### config.mk
export PLATFORM = sky130hd
export DESIGN_NAME = hvn_lerp
export DESIGN_NICKNAME = d
export VERILOG_FILES = /design/src/hw/rtl/hvn_pkg.sv /design/src/hw/rtl/hvn_lerp.sv
export SDC_FILE = /design/constraint.sdc
export NUM_CORES = 1
export LEC_CHECK = 0
export BUFFER_PORTS_ARGS = -buffer_cell sky130_fd_sc_hd__buf_2
export CAP_MARGIN = 20
export CORE_MARGIN = 8
export CORE_UTILIZATION = 50
export CTS_CLUSTER_SIZE = 12
export DETAILED_ROUTE_END_ITERATION = 10
export PLACE_DENSITY = 0.77
export SETUP_SLACK_MARGIN = 0.5
export SYNTH_ARGS = -nofsm -noshare
export SYNTH_HDL_FRONTEND = slang
export SYNTH_SLANG_ARGS = --single-unit
### constraint.sdc
create_clock -name clk -period 17 [get_ports clk]
set_input_delay 1.7 -clock clk [delete_from_list [all_inputs] [get_ports clk]]
set_output_delay 1.7 -clock clk [all_outputs]
set_load 0.01 [all_outputs]
### src/hw/rtl/hvn_pkg.sv
// Shared types and constants of the hashed 3D value-noise unit.
package hvn_pkg;

    localparam int GRID_SIDE = 1024;
    localparam int IDX_W     = $clog2(GRID_SIDE);
    localparam int FRAC_BITS = 16;
    localparam int CELL_BITS = 8;
    // hash bits needed for the low 10 bits after the xor-shift by 13
    localparam int HASH_BITS = 23;
    localparam int HASH_OUT  = 10;

    localparam logic [31:0] HASH_MUL_A = 32'd374761393;
    localparam logic [31:0] HASH_MUL_B = 32'd668265263;
    localparam logic [31:0] HASH_MUL_C = 32'd2246822519;
    localparam logic [31:0] HASH_MUL_F = 32'd1274126177;

    localparam logic [31:0] ORIGIN_RESET  = 32'd0;
    localparam logic [31:0] SPACING_RESET = 32'd65536;
    localparam logic [31:0] SEED_RESET    = 32'd0;

    localparam logic [20:0] FADE_C6  = 21'd6;
    localparam logic [20:0] FADE_C15 = 21'd15;
    localparam logic [20:0] FADE_C10 = 21'd655360;

    typedef logic [31:0]            word_t;
    typedef logic [IDX_W-1:0]       idx_t;
    typedef logic [CELL_BITS-1:0]   cell_t;
    typedef logic [15:0]            frac_t;
    typedef logic [16:0]            weight_t;
    typedef logic [HASH_BITS-1:0]   hash_t;
    typedef logic signed [16:0]     noise_t;

    typedef enum logic [2:0] {
        REG_ORIGIN_X  = 3'd0,
        REG_ORIGIN_Y  = 3'd1,
        REG_ORIGIN_Z  = 3'd2,
        REG_SPACING_X = 3'd3,
        REG_SPACING_Y = 3'd4,
        REG_SPACING_Z = 3'd5,
        REG_SEED      = 3'd6
    } cfg_reg_t;

endpackage

### src/hw/rtl/hvn_lerp.sv
// Two-stage lerp a + floor(w * (b - a) / 2^16).
module hvn_lerp (
    input  logic             clk,
    input  logic             en,
    input  hvn_pkg::noise_t  a,
    input  hvn_pkg::noise_t  b,
    input  hvn_pkg::weight_t w,
    output hvn_pkg::noise_t  res
);
    import hvn_pkg::*;

    noise_t             a_reg;
    logic signed [35:0] prod_reg;
    noise_t             res_reg;

    logic signed [17:0] diff;
    logic signed [17:0] w_s;
    logic signed [35:0] prod_next;
    logic signed [19:0] step;
    logic signed [19:0] sum;

    assign diff      = {b[16], b} - {a[16], a};
    assign w_s       = {1'b0, w};
    assign prod_next = diff * w_s;

    // arithmetic shift floors; the sum stays between a and b
    assign step = prod_reg[35:16];
    assign sum  = {{3{a_reg[16]}}, a_reg} + step;

    always_ff @(posedge clk)
    begin
        if (en)
        begin
            a_reg    <= a;
            prod_reg <= prod_next;
            res_reg  <= sum[16:0];
        end
    end

    assign res = res_reg;

endmodule

==> impl_summary.txt <==
----------------------------------------------------
[Cells and area]
  Count of nets after finishing ... 1978
  Antenna diode count ... 0
  Number of fillers in the final layout ... 2424
  Share of cells above drive strength 1 ... 0.06754
  Area growth syn-to-layout ... 6.501%

[Placement]
  Half-perimeter wire length after detailed placement ... 25.13 mm
  IO buf count ... 69
  Final GP Congestion ... 0.8401

[Hold path]
  Worst Hold Launch ... prod_reg[16]
  Hold EP ... res[0]
  Hold Path Cell Cnt ... 1
  Type of the most critical hold path ... register to register

[Synthesis]
  Proportion of synthesized chip area in sequential cells ... 0.1107
  Post-synthesis average cell area ... 9.319 um^2
  Top area cells in the synthesized netlist ... fa_1 (42%), edfxtp_1 (11%), inv_1 (11%), ha_1 (10%), and2_1 (6.1%)
  Most used flip-flop cell after synthesis ... edfxtp_1
  Most repeated cell in the gate-level netlist after synthesis ... inv_1
  Nets in the synthesized netlist ... 1939
  Flip-flop and latch count after synthesis ... 51
  Number of instances in the synthesized netlist ... 1485
  Async set or reset register ratio after synthesis ... 0
  Yosys warning count ... 0
  Number of distinct standard cells referenced by the synthesized netlist ... 50
  Largest area contributor in the synthesized netlist ... fa_1
  Post-synth EDFFs ... 51
  Area share of the largest cell type after synthesis ... 0.4152
  Area of the mapped netlist ... 13840 um^2
  Ranking of synthesized cells by instance count ... inv_1 (391), fa_1 (287), nand2_1 (167)

[Worst setup path]
  Kind of end point of the critical path ... register
  Largest delay contributor family on the critical path ... compound AO/OA/AOI/OAI gates
  CP bufs+invs ... 5
  Worst reg-to-reg path cell count ... 12
  CP peak stage delay ... 0.59 ns
  Critical setup path kind ... input port to register
  Critical-path top delay cell ... a21oi_4
  Crit Reg-Reg Startpoint ... a_reg[0]
  Arr. time, crit path ... 10.67 ns
  Data required time at the worst endpoint ... 17.05 ns
  Worst R2R End ... res[14]
  Startpoint of the most critical setup path ... a[1]
  Highest net fanout along the worst path ... 17
  Kind of start point of the critical path ... input port
  Crit-path most repeated cell ... fa_1
  Register-to-register setup slack ... 13.91 ns

[Timing]
  Worst Skew ... 0.01040 ns
  Min Tclk post-route ... 10.62 ns
  Unrepaired setup endpoints after global routing ... no
  Slew margin rel. ... 0.2796
  Setup TNS ... 0 ns
  Endpoints failing hold ... 0
  Count of final max-slew check failures ... 0
  Final number of setup-violating endpoints ... 0
  Max Clk Rate ... 94.13 MHz
  Slew at the pin closest to its max-slew limit ... 1.081 ns
  Final period util ... 0.6249

[Floorplan]
  Die extent in y ... 182.4 um
  Placeable core region ... 27550 um^2
  Top Ports ... 70
  Core Rows ... 61
  Floorplan die area ... 33260 um^2
  Starting density of the core ... 0.5022
  Die X-Extent ... 182.4 um

[Clocking]
  TritonCTS clock tree ... yes
  Buffers inserted during post-CTS setup optimization ... 0
  Root Buffer Master ... clkbuf_16
  Number of buffers inserted for hold repair after clock tree synthesis ... 0
  H-Tree Level Count ... 2
  Worst-skew pair later-pin latency ... 0.30 ns
  Number of resized instances in the post-cts repair step ... 0
  Number of clock buffers inserted by TritonCTS ... 5
  Number of buffers on the longest clock path ... 2
  Clk slew on worst S/H paths ... 0.07 ns
  Total clock sinks ... 51

[GRT]
  Total GRT Usage ... 0.1935
  M1 GR Usage ... 0.2373
  Remaining global-route overflow ... 0
  Met3 usage in global routing ... 0.02764
  Largest net degree at the start of global routing ... 52
  Wire length of the first global-routing pass ... 52.36 mm
  Global-route met2 utilization ... 0.3537
  Number of global-route vias before repair ... 10910
  Number of antenna violations at the first check in global routing ... 1
  Routing layer with the top usage in global route ... met2

[Status]
  Run status ... finished clean

[Run]
  # Max-Cap Violations ... 0

[Routing]
  Post-route ant nets ... 0
  Sum of routed wire length over all layers ... 30.52 mm
  Via count normalized by instance count ... 5.139
  DRC violations left ... 0
  Number of design-rule violations left by the first detailed-router iteration ... 565
  Vias ... 9779
  Detail-routed net length per standard cell ... 16.04 um
  Number of optimization iterations in the first detailed-route pass ... 5

----------------------------------------------------
per-layer routing:
layer	routed length (um)	vias to the layer above
met5	0	-
met4	543	0
met3	1465	56
met2	15910	295
met1	12600	4938
li1	-	4490
metrics by stage:
step                      hold WS, ns  std cells    util  cell area, um^2  setup WS, ns
after CTS                      0.5479       1903  0.5349            14740         6.400
after detailed placement       0.5325       1895  0.5298            14600         6.081
after global placement         0.5190       1895  0.5298            14600         6.285
final                          0.5449       1903  0.5349            14740         6.377
after global routing           0.5903       1903  0.5349            14740         5.926
after floorplan                0.5128       1485       -            13840         7.399
area by class of cell:
type                       count  area, um^2  area share
clock buffer                   6       128.9    0.008744
clock inverter                 2       12.51   0.0008490
inverter                     391        1468     0.09958
multi-input combinational    994       10690      0.7253
sequential                    51        1531      0.1039
tap                          378       473.0     0.03209
timing repair buffer          81       435.4     0.02954
worst max-delay path by stage:
stage | endpoint | slack (ns) | cells past startpoint
CTS | prod_reg[32] | 6.40 | 31
detailed placement | prod_reg[32] | 6.08 | 31
global route | prod_reg[32] | 5.93 | 31
global placement | prod_reg[32] | 6.29 | 31
floorplan | prod_reg[32] | 7.40 | 30
finish | prod_reg[32] | 6.38 | 31
placed cells by master (no fill, tap or decap), types with 3 or more instances in the layout:
cell type    n
o31a_1       4
nor2_1      28
clkbuf_16    5
xnor2_1     40
a31oi_1      3
nand3_1     11
edfxtp_1    51
inv_1      391
buf_2       69
buf_4       12
xor2_1       9
or3_1        5
nand4_1      4
mux2_2       7
mux2i_1     10
nor3_1      13
o21a_1       8
nand2b_1    24
a221oi_1     3
nor2b_1     17
and3_1       5
nand2_1    167
a21o_1      15
a21boi_0     4
a211oi_1     6
fa_1       287
and2_1     134
ha_1       114
xnor2_2      4
a21oi_1     21
o21ai_0     24
logic make-up (layout without fill, tap and decap cells):
family,count (synthesis),after routing,synth area share
compound gates,102,102,0.04865
mux,18,18,0.01374
simple gates,417,417,0.1523
xor+xnor,55,55,0.03580
flops,51,51,0.1107
buf+inv,440,480,0.1199
fa+ha+maj,402,402,0.5190
Power is not shown: default switching activity piles up to over one toggle a cycle in this logic, so the estimate is an artifact.
