[config.mk]
export PLATFORM = sky130hd
export DESIGN_NAME = hvn_corner
export DESIGN_NICKNAME = d
export VERILOG_FILES = /design/src/hw/rtl/hvn_pkg.sv /design/src/hw/rtl/hvn_corner.sv
export SDC_FILE = /design/constraint.sdc
export NUM_CORES = 1
export LEC_CHECK = 0
export BUFFER_PORTS_ARGS = -buffer_cell sky130_fd_sc_hd__buf_2
export CAP_MARGIN = 5
export CORE_MARGIN = 2
export CORE_UTILIZATION = 32
export CTS_BUF_LIST = sky130_fd_sc_hd__clkbuf_8
export DETAILED_ROUTE_END_ITERATION = 16
export GPL_TIMING_DRIVEN = 0
export PLACE_DENSITY = 0.57
export REMOVE_ABC_BUFFERS = 1
export SLEW_MARGIN = 20
export SYNTH_ARGS = -nofsm -noshare
export SYNTH_HDL_FRONTEND = slang
export SYNTH_SLANG_ARGS = --single-unit
[constraint.sdc]
create_clock -name clk -period 4.7 [get_ports clk]
set_input_delay 0.705 -clock clk [delete_from_list [all_inputs] [get_ports clk]]
set_output_delay 0.705 -clock clk [all_outputs]
set_load 0.05 [all_outputs]
[src/hw/rtl/hvn_pkg.sv]
// Shared types and constants of the hashed 3D value-noise unit.
package hvn_pkg;

    localparam int GRID_SIDE = 1024;
    localparam int IDX_W     = $clog2(GRID_SIDE);
    localparam int FRAC_BITS = 16;
    localparam int CELL_BITS = 8;
    // hash bits needed for the low 10 bits after the xor-shift by 13
    localparam int HASH_BITS = 23;
    localparam int HASH_OUT  = 10;

    localparam logic [31:0] HASH_MUL_A = 32'd374761393;
    localparam logic [31:0] HASH_MUL_B = 32'd668265263;
    localparam logic [31:0] HASH_MUL_C = 32'd2246822519;
    localparam logic [31:0] HASH_MUL_F = 32'd1274126177;

    localparam logic [31:0] ORIGIN_RESET  = 32'd0;
    localparam logic [31:0] SPACING_RESET = 32'd65536;
    localparam logic [31:0] SEED_RESET    = 32'd0;

    localparam logic [20:0] FADE_C6  = 21'd6;
    localparam logic [20:0] FADE_C15 = 21'd15;
    localparam logic [20:0] FADE_C10 = 21'd655360;

    typedef logic [31:0]            word_t;
    typedef logic [IDX_W-1:0]       idx_t;
    typedef logic [CELL_BITS-1:0]   cell_t;
    typedef logic [15:0]            frac_t;
    typedef logic [16:0]            weight_t;
    typedef logic [HASH_BITS-1:0]   hash_t;
    typedef logic signed [16:0]     noise_t;

    typedef enum logic [2:0] {
        REG_ORIGIN_X  = 3'd0,
        REG_ORIGIN_Y  = 3'd1,
        REG_ORIGIN_Z  = 3'd2,
        REG_SPACING_X = 3'd3,
        REG_SPACING_Y = 3'd4,
        REG_SPACING_Z = 3'd5,
        REG_SEED      = 3'd6
    } cfg_reg_t;

endpackage

[src/hw/rtl/hvn_corner.sv]
// Eight corner hashes finished and centered to Q.16, plus one alignment stage.
module hvn_corner (
    input  logic            clk,
    input  logic            en,
    input  hvn_pkg::word_t  seed,
    input  hvn_pkg::hash_t  mx0,
    input  hvn_pkg::hash_t  mx1,
    input  hvn_pkg::hash_t  my0,
    input  hvn_pkg::hash_t  my1,
    input  hvn_pkg::hash_t  mz0,
    input  hvn_pkg::hash_t  mz1,
    output hvn_pkg::noise_t corner [8]
);
    import hvn_pkg::*;

    localparam logic [HASH_OUT-1:0] MUL_F_LO = HASH_MUL_F[HASH_OUT-1:0];

    noise_t corner_reg [8];
    noise_t corner_d_reg [8];
    noise_t corner_next [8];

    // corner k: bit 0 picks x, bit 1 picks y, bit 2 picks z
    always_comb
    begin
        hash_t               h;
        logic [HASH_OUT-1:0] mix;
        logic [HASH_OUT-1:0] hv;
        for (int k = 0; k < 8; k++)
        begin
            h = seed[HASH_BITS-1:0]
                ^ (k[0] ? mx1 : mx0)
                ^ (k[1] ? my1 : my0)
                ^ (k[2] ? mz1 : mz0);
            // low bits of (h ^ h >> 13) * F need only low bits of each factor
            mix = h[HASH_OUT-1:0] ^ h[13 +: HASH_OUT];
            hv  = mix * MUL_F_LO;
            // (hv - 512) * 128
            corner_next[k] = {~hv[HASH_OUT-1], hv[HASH_OUT-2:0], 7'b0};
        end
    end

    always_ff @(posedge clk)
    begin
        if (en)
        begin
            for (int k = 0; k < 8; k++)
            begin
                corner_reg[k]   <= corner_next[k];
                corner_d_reg[k] <= corner_reg[k];
            end
        end
    end

    assign corner = corner_d_reg;

endmodule

==> out/summary.txt <==
Worst Hold End = corner[30]
number of CTS-inserted buffers = 17
distinct cell type count after synthesis = 14
f_max = 218.5 MHz
endpoints failing setup = 0
crit-path cells = buf_2, xor2_1, xnor2_2, buf_4, xnor2_4, xnor2_2, ha_1, ha_1, ha_1, ha_4, fa_1, ha_2, xnor2_2, xnor2_1, xnor2_1, xnor2_1, xor3_4, xor2_1
P_leak = 0.004897 µW
Clock Latency Late Sink = 0.45 ns
Final period util = 97.39%
total of max-cap violations = 0
Async S/R FF share, synth = 0%
routed wl met3 = 1090 µm
hold depth = 0
Post-synth EDFFs = 160
kind of critical path = input pin to register
drt drc = 0
vias in the first global route = 5216
IO buf count = 221
Yosys reg bits = 160
Antenna diodes = 0
Net Sw Frac = 41.34%
Seq/Total Area, Yosys = 50.57%
H-Tree Depth = 4
Yosys top cell area share = 50.57%
largest net degree at the start of global routing = 86
area of the die = 31090 µm²
min Tclk post-route = 4.577 ns
Initial Utilization = 32.32%
Fill cells = 2778
top post-synthesis cells by count = xnor2_1, edfxtp_1, ha_1, buf_4, xor2_1
Slew @ Worst Pin = 0.7705 ns
slowest cell on the critical path = fa_1
Die Y = 176.3 µm
r2r startpoint = corner_reg[1][37]
Post-Route WL = 20920 µm
reg2reg end = corner[14]
IR drop worst, VDD = 0.0003418 V
Post-synth top flop = edfxtp_1
Critical Path RT = 4.89 ns
gpl congestion = 0.7418
layout cells sized above 1 = 34.64%
Yosys top cell by area = edfxtp_1
Top Layer Used = met4
Ports = 308
Synth warnings = 0
RSZ-0062 raised after global routing = true
Area Overhead vs Synth = 24.86%
Final HPWL DP = 16890 µm
Comb pwr share = 62.4%
reg2reg setup slack = 4.03 ns
ANT nets after route = 0
Fin. Hold Viols = 0
drt first pass iters = 4
core area = 29400 µm²
CTS tree = done
final net count = 1184
Reg clk slew, reported paths = 0.09 ns
status = completed
Placed Cells = 1264
Vias/cell = 4.031
Layout Skew = 0.01323 ns
Worst EP arrival = 4.76 ns
Layout Cells excl Fill = 1305
wire length per cell = 16.03 µm
Syn Area/Cell = 14.55 µm²
Util after Layout = 40.35%
CTS Hold Bufs = 0
Clk pwr share = 10.9%
placed cell areas = 10920 µm²
Reg2Reg Depth = 0
worst hold start = corner_reg[1][26]
GRT overflow = 0
Hold WS = 0.4192 ns
fin. max-slew vios = 0
Die X = 176.3 µm
First DRT Iteration DRCs = 261
via count = 5261
power density over the cells = 819.6 nW/µm²
Post-Synthesis Cells = 653
site row count = 63
Design Area, Final = 11860 µm²
internal power = 5704 µW
worst hold-check path type = register to register
synth top area cells = edfxtp_1, xnor2_1, ha_1
DR WL met2 = 10350 µm
relative max-transition margin = 48.26%
Root Driver = clkbuf_8
Clock Path Buffers = 2
P_sw = 4019 µW
mapped cell area = 9502 µm²
CP Capture Type = register
first-pass GRT wire length = 30350 µm
initial antenna violation count = 0
largest stage delay on the critical path = 0.47 ns
Clock Sinks = 160
M1 wire length = 9283 µm
part of the power in registers = 26.7%
number of flip-flops in the largest register = 160
GRT Total Usage = 13.58%
startpoint types = input pin
crit-path max FO = 3
count leader, synth = xnor2_1
==> worst max-delay path, delay by kind of cell <==
family	cells	cell delay [ns]
buf+inv	2	0.29
fa+ha+maj	6	1.88
xor+xnor	10	1.88
==> logic make-up (layout without fill, tap and decap cells) <==
group         after synthesis  count (layout)  share of synthesized area (%)
buf+inv                    86             293                          5.610
simple gates                2               2                        0.07904
other cells                 1              56                        0.03947
xor+xnor                  294             294                          27.96
flops                     160             160                          50.57
fa+ha+maj                 110             110                          15.75
==> layout by cell type (no fill, tap or decap), drive strengths merged <==
cell / netlist / routed
clkbuf: 0 / 17
clkinvlp: 0 / 2
buf: 56 / 231
ha: 94 / 94
edfxtp: 160 / 160
xnor3: 1 / 1
conb: 1 / 56
fa: 16 / 16
inv: 30 / 38
bufinv: 0 / 2
nand2: 2 / 2
xor2: 40 / 40
clkinv: 0 / 3
xnor2: 252 / 252
xor3: 1 / 1
==> per-stage QoR <==
stage               worst slack, ns  setup TNS (ns)  total power, µW
detailed placement          -0.9264          -5.908             8575
floorplan                  -0.05763        -0.05763             7123
global placement            -0.8908          -5.644             8475
global route               -0.03335        -0.05809            10650
CTS                       -0.008961       -0.008961             9750
finish                       0.1229               0             9723
==> layout make-up <==
type                    instances  area [µm²]  share of cell area, %
clock buffers                  17       234.0                  1.972
inverters                      30       112.6                 0.9492
flip-flops and latches        160        4805                  40.50
well taps                     390       488.0                  4.113
clock inverters                15       170.2                  1.434
multi-input cells             462        4843                  40.82
repair buffers                231        1211                  10.21
==> worst max path at each step <==
stage	startpoint	endpoint	slack [ns]	cells past startpoint
final	my1[3]	corner_reg[0][39]	0.12	18
after global routing	my1[3]	corner_reg[1][29]	-0.03	18
after CTS	seed[1]	corner_reg[0][39]	-0.009	17
after detailed placement	seed[13]	corner_reg[1][9]	-0.93	18
after global placement	seed[13]	corner_reg[1][9]	-0.89	18
after floorplan	seed[15]	corner_reg[0][39]	-0.06	15
==> per-layer routing <==
layer	track usage [%]	vias to the layer above
met3	2.283	9
li1	-	2583
met5	0	-
met4	3.512	0
met2	23.64	193
met1	17.54	2476
==> power groups by stage <==
stage                     registers, µW  logic, µW  clock network [µW]
after floorplan                    3150       3970                   0
after global placement             2630       5840                   0
after detailed placement           2630       5940                   0
after CTS                          2600       6050                1100
after global routing               2640       6860                1160
final                              2590       6070                1060
==> timing repair <==
action | 4_1_cts | 5_1_grt
hold endpoints to repair | 0 | 0
resized for setup | 25 | 33
pin swaps | 1 | 12
buffers inserted | 1 | 8
endpoints found under the setup margin | 8 | 8
gates cloned | 0 | 0
Note: power is estimated with default switching activity, not from simulation.
