$ cat config.mk
export PLATFORM = sky130hd
export DESIGN_NAME = hvn_axis
export DESIGN_NICKNAME = d
export VERILOG_FILES = /design/src/hw/rtl/hvn_pkg.sv /design/src/hw/rtl/hvn_axis.sv
export SDC_FILE = /design/constraint.sdc
export NUM_CORES = 2
export LEC_CHECK = 0
export BUFFER_PORTS_ARGS = -buffer_cell sky130_fd_sc_hd__buf_2
export CORE_MARGIN = 10
export CORE_UTILIZATION = 55
export CTS_BUF_LIST = sky130_fd_sc_hd__clkbuf_16
export CTS_CLUSTER_DIAMETER = 30
export DETAILED_ROUTE_END_ITERATION = 12
export PLACE_DENSITY = 0.78
export SLEW_MARGIN = 20
export SYNTH_ARGS = -nofsm -noshare
export SYNTH_HDL_FRONTEND = slang
export SYNTH_SLANG_ARGS = --single-unit
$ cat constraint.sdc
create_clock -name clk -period 6.7 [get_ports clk]
set_input_delay 0.67 -clock clk [delete_from_list [all_inputs] [get_ports clk]]
set_output_delay 0.67 -clock clk [all_outputs]
set_load 0.01 [all_outputs]
$ cat src/hw/rtl/hvn_pkg.sv
// Shared types and constants of the hashed 3D value-noise unit.
package hvn_pkg;

    localparam int GRID_SIDE = 1024;
    localparam int IDX_W     = $clog2(GRID_SIDE);
    localparam int FRAC_BITS = 16;
    localparam int CELL_BITS = 8;
    // hash bits needed for the low 10 bits after the xor-shift by 13
    localparam int HASH_BITS = 23;
    localparam int HASH_OUT  = 10;

    localparam logic [31:0] HASH_MUL_A = 32'd374761393;
    localparam logic [31:0] HASH_MUL_B = 32'd668265263;
    localparam logic [31:0] HASH_MUL_C = 32'd2246822519;
    localparam logic [31:0] HASH_MUL_F = 32'd1274126177;

    localparam logic [31:0] ORIGIN_RESET  = 32'd0;
    localparam logic [31:0] SPACING_RESET = 32'd65536;
    localparam logic [31:0] SEED_RESET    = 32'd0;

    localparam logic [20:0] FADE_C6  = 21'd6;
    localparam logic [20:0] FADE_C15 = 21'd15;
    localparam logic [20:0] FADE_C10 = 21'd655360;

    typedef logic [31:0]            word_t;
    typedef logic [IDX_W-1:0]       idx_t;
    typedef logic [CELL_BITS-1:0]   cell_t;
    typedef logic [15:0]            frac_t;
    typedef logic [16:0]            weight_t;
    typedef logic [HASH_BITS-1:0]   hash_t;
    typedef logic signed [16:0]     noise_t;

    typedef enum logic [2:0] {
        REG_ORIGIN_X  = 3'd0,
        REG_ORIGIN_Y  = 3'd1,
        REG_ORIGIN_Z  = 3'd2,
        REG_SPACING_X = 3'd3,
        REG_SPACING_Y = 3'd4,
        REG_SPACING_Z = 3'd5,
        REG_SEED      = 3'd6
    } cfg_reg_t;

endpackage

$ cat src/hw/rtl/hvn_axis.sv
// One axis: position, cell split, partial corner hashes and quintic fade weight.
module hvn_axis (
    input  logic             clk,
    input  logic             en,
    input  hvn_pkg::idx_t    g,
    input  hvn_pkg::word_t   origin,
    input  hvn_pkg::word_t   spacing,
    input  hvn_pkg::word_t   hash_mul,
    output hvn_pkg::hash_t   m0,
    output hvn_pkg::hash_t   m1,
    output hvn_pkg::weight_t weight
);
    import hvn_pkg::*;

    word_t   prod_reg;
    cell_t   cell_reg;
    frac_t   frac_reg;
    hash_t   m0_reg, m1_reg;
    frac_t   t3_reg, sq_reg;
    frac_t   cube_reg;
    logic [19:0] inner_reg;
    weight_t weight_reg;

    word_t       prod_next, pos;
    frac_t       frac_next;
    logic [8:0]  cell_lo, cell_hi;
    word_t       m0_full, m1_full;
    logic [31:0] sq_full, cube_full;
    logic [20:0] inner_full;
    logic [35:0] weight_full;

    // stage 1: index times spacing, low 32 bits
    assign prod_next = word_t'(g) * spacing;

    // stage 2: position, cell, fraction rescaled to Q0.16
    assign pos = origin + prod_reg;

    if (FRAC_BITS >= 16) begin : g_frac_wide
        assign frac_next = pos[FRAC_BITS-1 -: 16];
    end else begin : g_frac_narrow
        assign frac_next = {pos[FRAC_BITS-1:0], {(16-FRAC_BITS){1'b0}}};
    end

    // stage 3: near/far corner hash terms, fraction squared
    assign cell_lo = {1'b0, cell_reg};
    assign cell_hi = cell_lo + 9'd1;
    assign m0_full = word_t'(cell_lo) * hash_mul;
    assign m1_full = word_t'(cell_hi) * hash_mul;
    assign sq_full = 32'(frac_reg) * 32'(frac_reg);

    // stage 4: cube and inner polynomial (always positive)
    assign cube_full  = 32'(sq_reg) * 32'(t3_reg);
    assign inner_full = FADE_C6 * 21'(sq_reg) + FADE_C10 - FADE_C15 * 21'(t3_reg);

    // stage 5: weight
    assign weight_full = 36'(cube_reg) * 36'(inner_reg);

    always_ff @(posedge clk)
    begin
        if (en)
        begin
            prod_reg   <= prod_next;
            cell_reg   <= pos[FRAC_BITS +: CELL_BITS];
            frac_reg   <= frac_next;
            m0_reg     <= m0_full[HASH_BITS-1:0];
            m1_reg     <= m1_full[HASH_BITS-1:0];
            t3_reg     <= frac_reg;
            sq_reg     <= sq_full[31:16];
            cube_reg   <= cube_full[31:16];
            inner_reg  <= inner_full[19:0];
            weight_reg <= weight_full[32:16];
        end
    end

    assign m0     = m0_reg;
    assign m1     = m1_reg;
    assign weight = weight_reg;

endmodule

==> results.cfg <==
[global_routing]
grt_util_all_layers_pct = 22.3
grt_max_degree = 139
grt_pass1_wl_um = 182000
grt_antenna_before_repair = 11
grt_overflow_total = 0
grt_pass1_vias = 37554

[floorplan]
ioPinCount = 171
die_y_um = 315
fp-row-count = 108
dieWidth_um = 315
start_util_pct = 55.4
core-area_sq_um = 86600
die_area_sq_um = 99500

[synth]
yosysSeqAreaShare_pct = 11.2
synthCells = 5038
yosys-top-cells-count = 1,152 x inv_1, 1,002 x fa_1, 659 x nand2_1
async_flop_share_pct = 0
synth_xor_area_share_pct = 3.78
synthDistinctLibCells = 71
synth_nets = 6618
yosys.area_share.adder_pct = 54.1
yosysTopAreaCell = fa_1
synth_area_per_cell_sq_um = 9.53
yosysMostFrequentCell = inv_1
yosys.area.top_type_share_pct = 41.8
synthFlopType = edfxtp_1
synth_top_family_by_area = adder cells
yosys.area_share.simple_pct = 15.6
yosys_warnings = 0
synth.area.mux_share_pct = 0.0860
ys_ff_latch = 179
yosys-top-cells-area = fa_1 42%, ha_1 12%, edfxtp_1 11%, inv_1 9.0%, and2_1 6.7%
syn_area_sq_um = 48000
synth_edf_count = 179
synth_compound_area_share_pct = 4.87

[clock_tree]
cts.sinks = 179
clockRootBuffer = clkbuf_16
cts_buffer_depth = 2
cts_buffers = 17
clkTransAtPathRegs_ns = 0.08
clock_latency_ns = 0.51
h-tree-depth = 4
cts_tree = yes

[sta]
finalSetupTns_ns = 0
slew_headroom_pct = 42.2
setup_viol = 0
timing.final.crit_share_pct = 95.6
drv_slew = 0
fmax_ghz = 0.156
skew_ns = 0.0206
fin_crit_ns = 6.41
worst_pin_slew_ns = 0.867
hold_viol = 0
rsz0062_at_grt = no

[layout]
post-route-util_pct = 59.1
fin_area_sq_um = 51200
drive_above_1_share_pct = 6.69
syn_to_final_growth_pct = 6.58
nNetsFinal = 6737
fillers = 7127
largest_reg_flops = 24

[placed_design]
place.port_buffers = 145
placed_area_sq_um = 50300
hpwl_um = 86200
place_congestion = 0.878

[worst_setup_path]
path_buf_inv = 6
endpoint_kind = flip-flop
crit_chain = and2_1 -> fa_1 -> inv_1 -> fa_1 -> fa_1 -> inv_1 -> fa_1 -> fa_1 -> inv_1 -> fa_1 -> inv_1 -> ha_1 -> a211oi_1 -> o21ai_0 -> a21oi_1 -> o21ai_1 -> buf_4 -> nor3_2 -> o31ai_1 -> buf_4 -> a21o_1 -> a21oi_1 -> xnor2_1
path_max_fanout = 9
setup.worst_path.start = sq_reg[7]$_DFFE_PP_
path_class = flip-flop to flip-flop
critPathMaxStageDelay_ns = 0.56
r2r_start = sq_reg[7]$_DFFE_PP_
crit_arrival_ns = 6.66
cp-start-kind = flip-flop
crit_slowest_cell = edfxtp_1
required_ns = 6.95
cp_top_family = adder cells
critical_path.most_common_cell = fa_1

[detailed_routing]
vias = 33622
drc = 0
viasPerCell = 5.31
drt_pre_antenna_iters = 6
wl_per_cell_um = 16.6
ant_nets = 0
initialDrtViolationCount = 1711
wl_um = 105000

[worst_hold_path]
min_path_type = input pin to flip-flop
worstHoldStart = origin[0]

[run_status]
status = finished clean

[run]
max_cap_violations = 0
[timing repair]
action / in CTS / in global routing
endpoints found under the setup margin: 0 / 12
setup buffers: 0 / 27
hold buffers: 0 / 0
resized for setup: 0 / 4
endpoints found under the hold margin: 0 / 0
[stage by stage]
| step | instances | hold WS (ns) | worst slack, ns |
|---|---|---|---|
| final | 6328 | 0.509 | 0.295 |
| after global routing | 6327 | 0.494 | 0.0173 |
| after global placement | 6266 | 0.556 | 0.250 |
| after floorplan | 5038 | 0.421 | 0.633 |
| after detailed placement | 6266 | 0.546 | 0.106 |
| after CTS | 6297 | 0.484 | 0.0729 |
[cells by family (layout without fill, tap and decap cells)]
kind of cell / after synthesis / after routing
AOI/OAI and AO/OA: 335 / 335
DFF: 179 / 179
muxes: 4 / 4
xor gates and xnor gates: 207 / 207
adders and majority gates: 1472 / 1472
buffers and inverters: 1334 / 1465
and+or+nand+nor: 1507 / 1507
other: 0 / 4
[layout make-up]
| type | instances | area [sq um] | share of cell area [%] |
|---|---|---|---|
| multi-input combinational | 3525 | 37600 | 73.5 |
| sequential | 179 | 5380 | 10.5 |
| inverter | 1152 | 4320 | 8.45 |
| timing repair buffer | 282 | 1790 | 3.50 |
| tap | 1155 | 1450 | 2.83 |
| clock buffer | 17 | 425 | 0.832 |
| clock inverter | 14 | 169 | 0.330 |
| antenna | 4 | 10.0 | 0.0196 |
[placed cells by master, fill, tap and decap left out, drive strengths merged, types with 14 or more instances in the layout]
| master | n |
|---|---|
| a211oi | 18 |
| a21o | 34 |
| a21oi | 98 |
| and2 | 512 |
| and3 | 17 |
| buf | 281 |
| clkbuf | 18 |
| edfxtp | 179 |
| fa | 1002 |
| ha | 470 |
| inv | 1158 |
| nand2 | 659 |
| nand2b | 42 |
| nand3 | 30 |
| nor2 | 94 |
| nor2b | 76 |
| nor3 | 37 |
| o21a | 27 |
| o21ai | 51 |
| o21bai | 14 |
| xnor2 | 157 |
| xor2 | 50 |
[layer usage]
layer	GRT usage [%]	vias up	share of wire [%]
li1	-	15336	-
met1	28.1	17003	40
met2	39.3	1072	51
met3	3.58	197	6.5
met4	6.50	14	2.4
met5	0	-	0.10
[worst reg2reg max path, cell delays in order (launching register included)]
cell and delay, ns:
edfxtp_1 0.56, and2_1 0.24, fa_1 0.54, inv_1 0.05, fa_1 0.39, fa_1 0.55
inv_1 0.05, fa_1 0.52, fa_1 0.50, inv_1 0.05, fa_1 0.47, inv_1 0.04
ha_1 0.28, a211oi_1 0.25, o21ai_0 0.12, a21oi_1 0.15, o21ai_1 0.09, buf_4 0.17
nor3_2 0.29, o31ai_1 0.20, buf_4 0.18, a21o_1 0.19, a21oi_1 0.19, xnor2_1 0.09
[worst paths after layout]
check,endpoint,slack [ns],cells past startpoint
hold reg to reg,frac_reg[0]$_DFFE_PP_,0.57,1
hold / removal,frac_reg[0]$_DFFE_PP_,0.51,2
setup / recovery,cube_reg[13]$_DFFE_PP_,0.29,23
setup reg to reg,cube_reg[13]$_DFFE_PP_,0.29,23
Power is not shown: default switching activity piles up to over one toggle a cycle in this logic, so the estimate is an artifact.
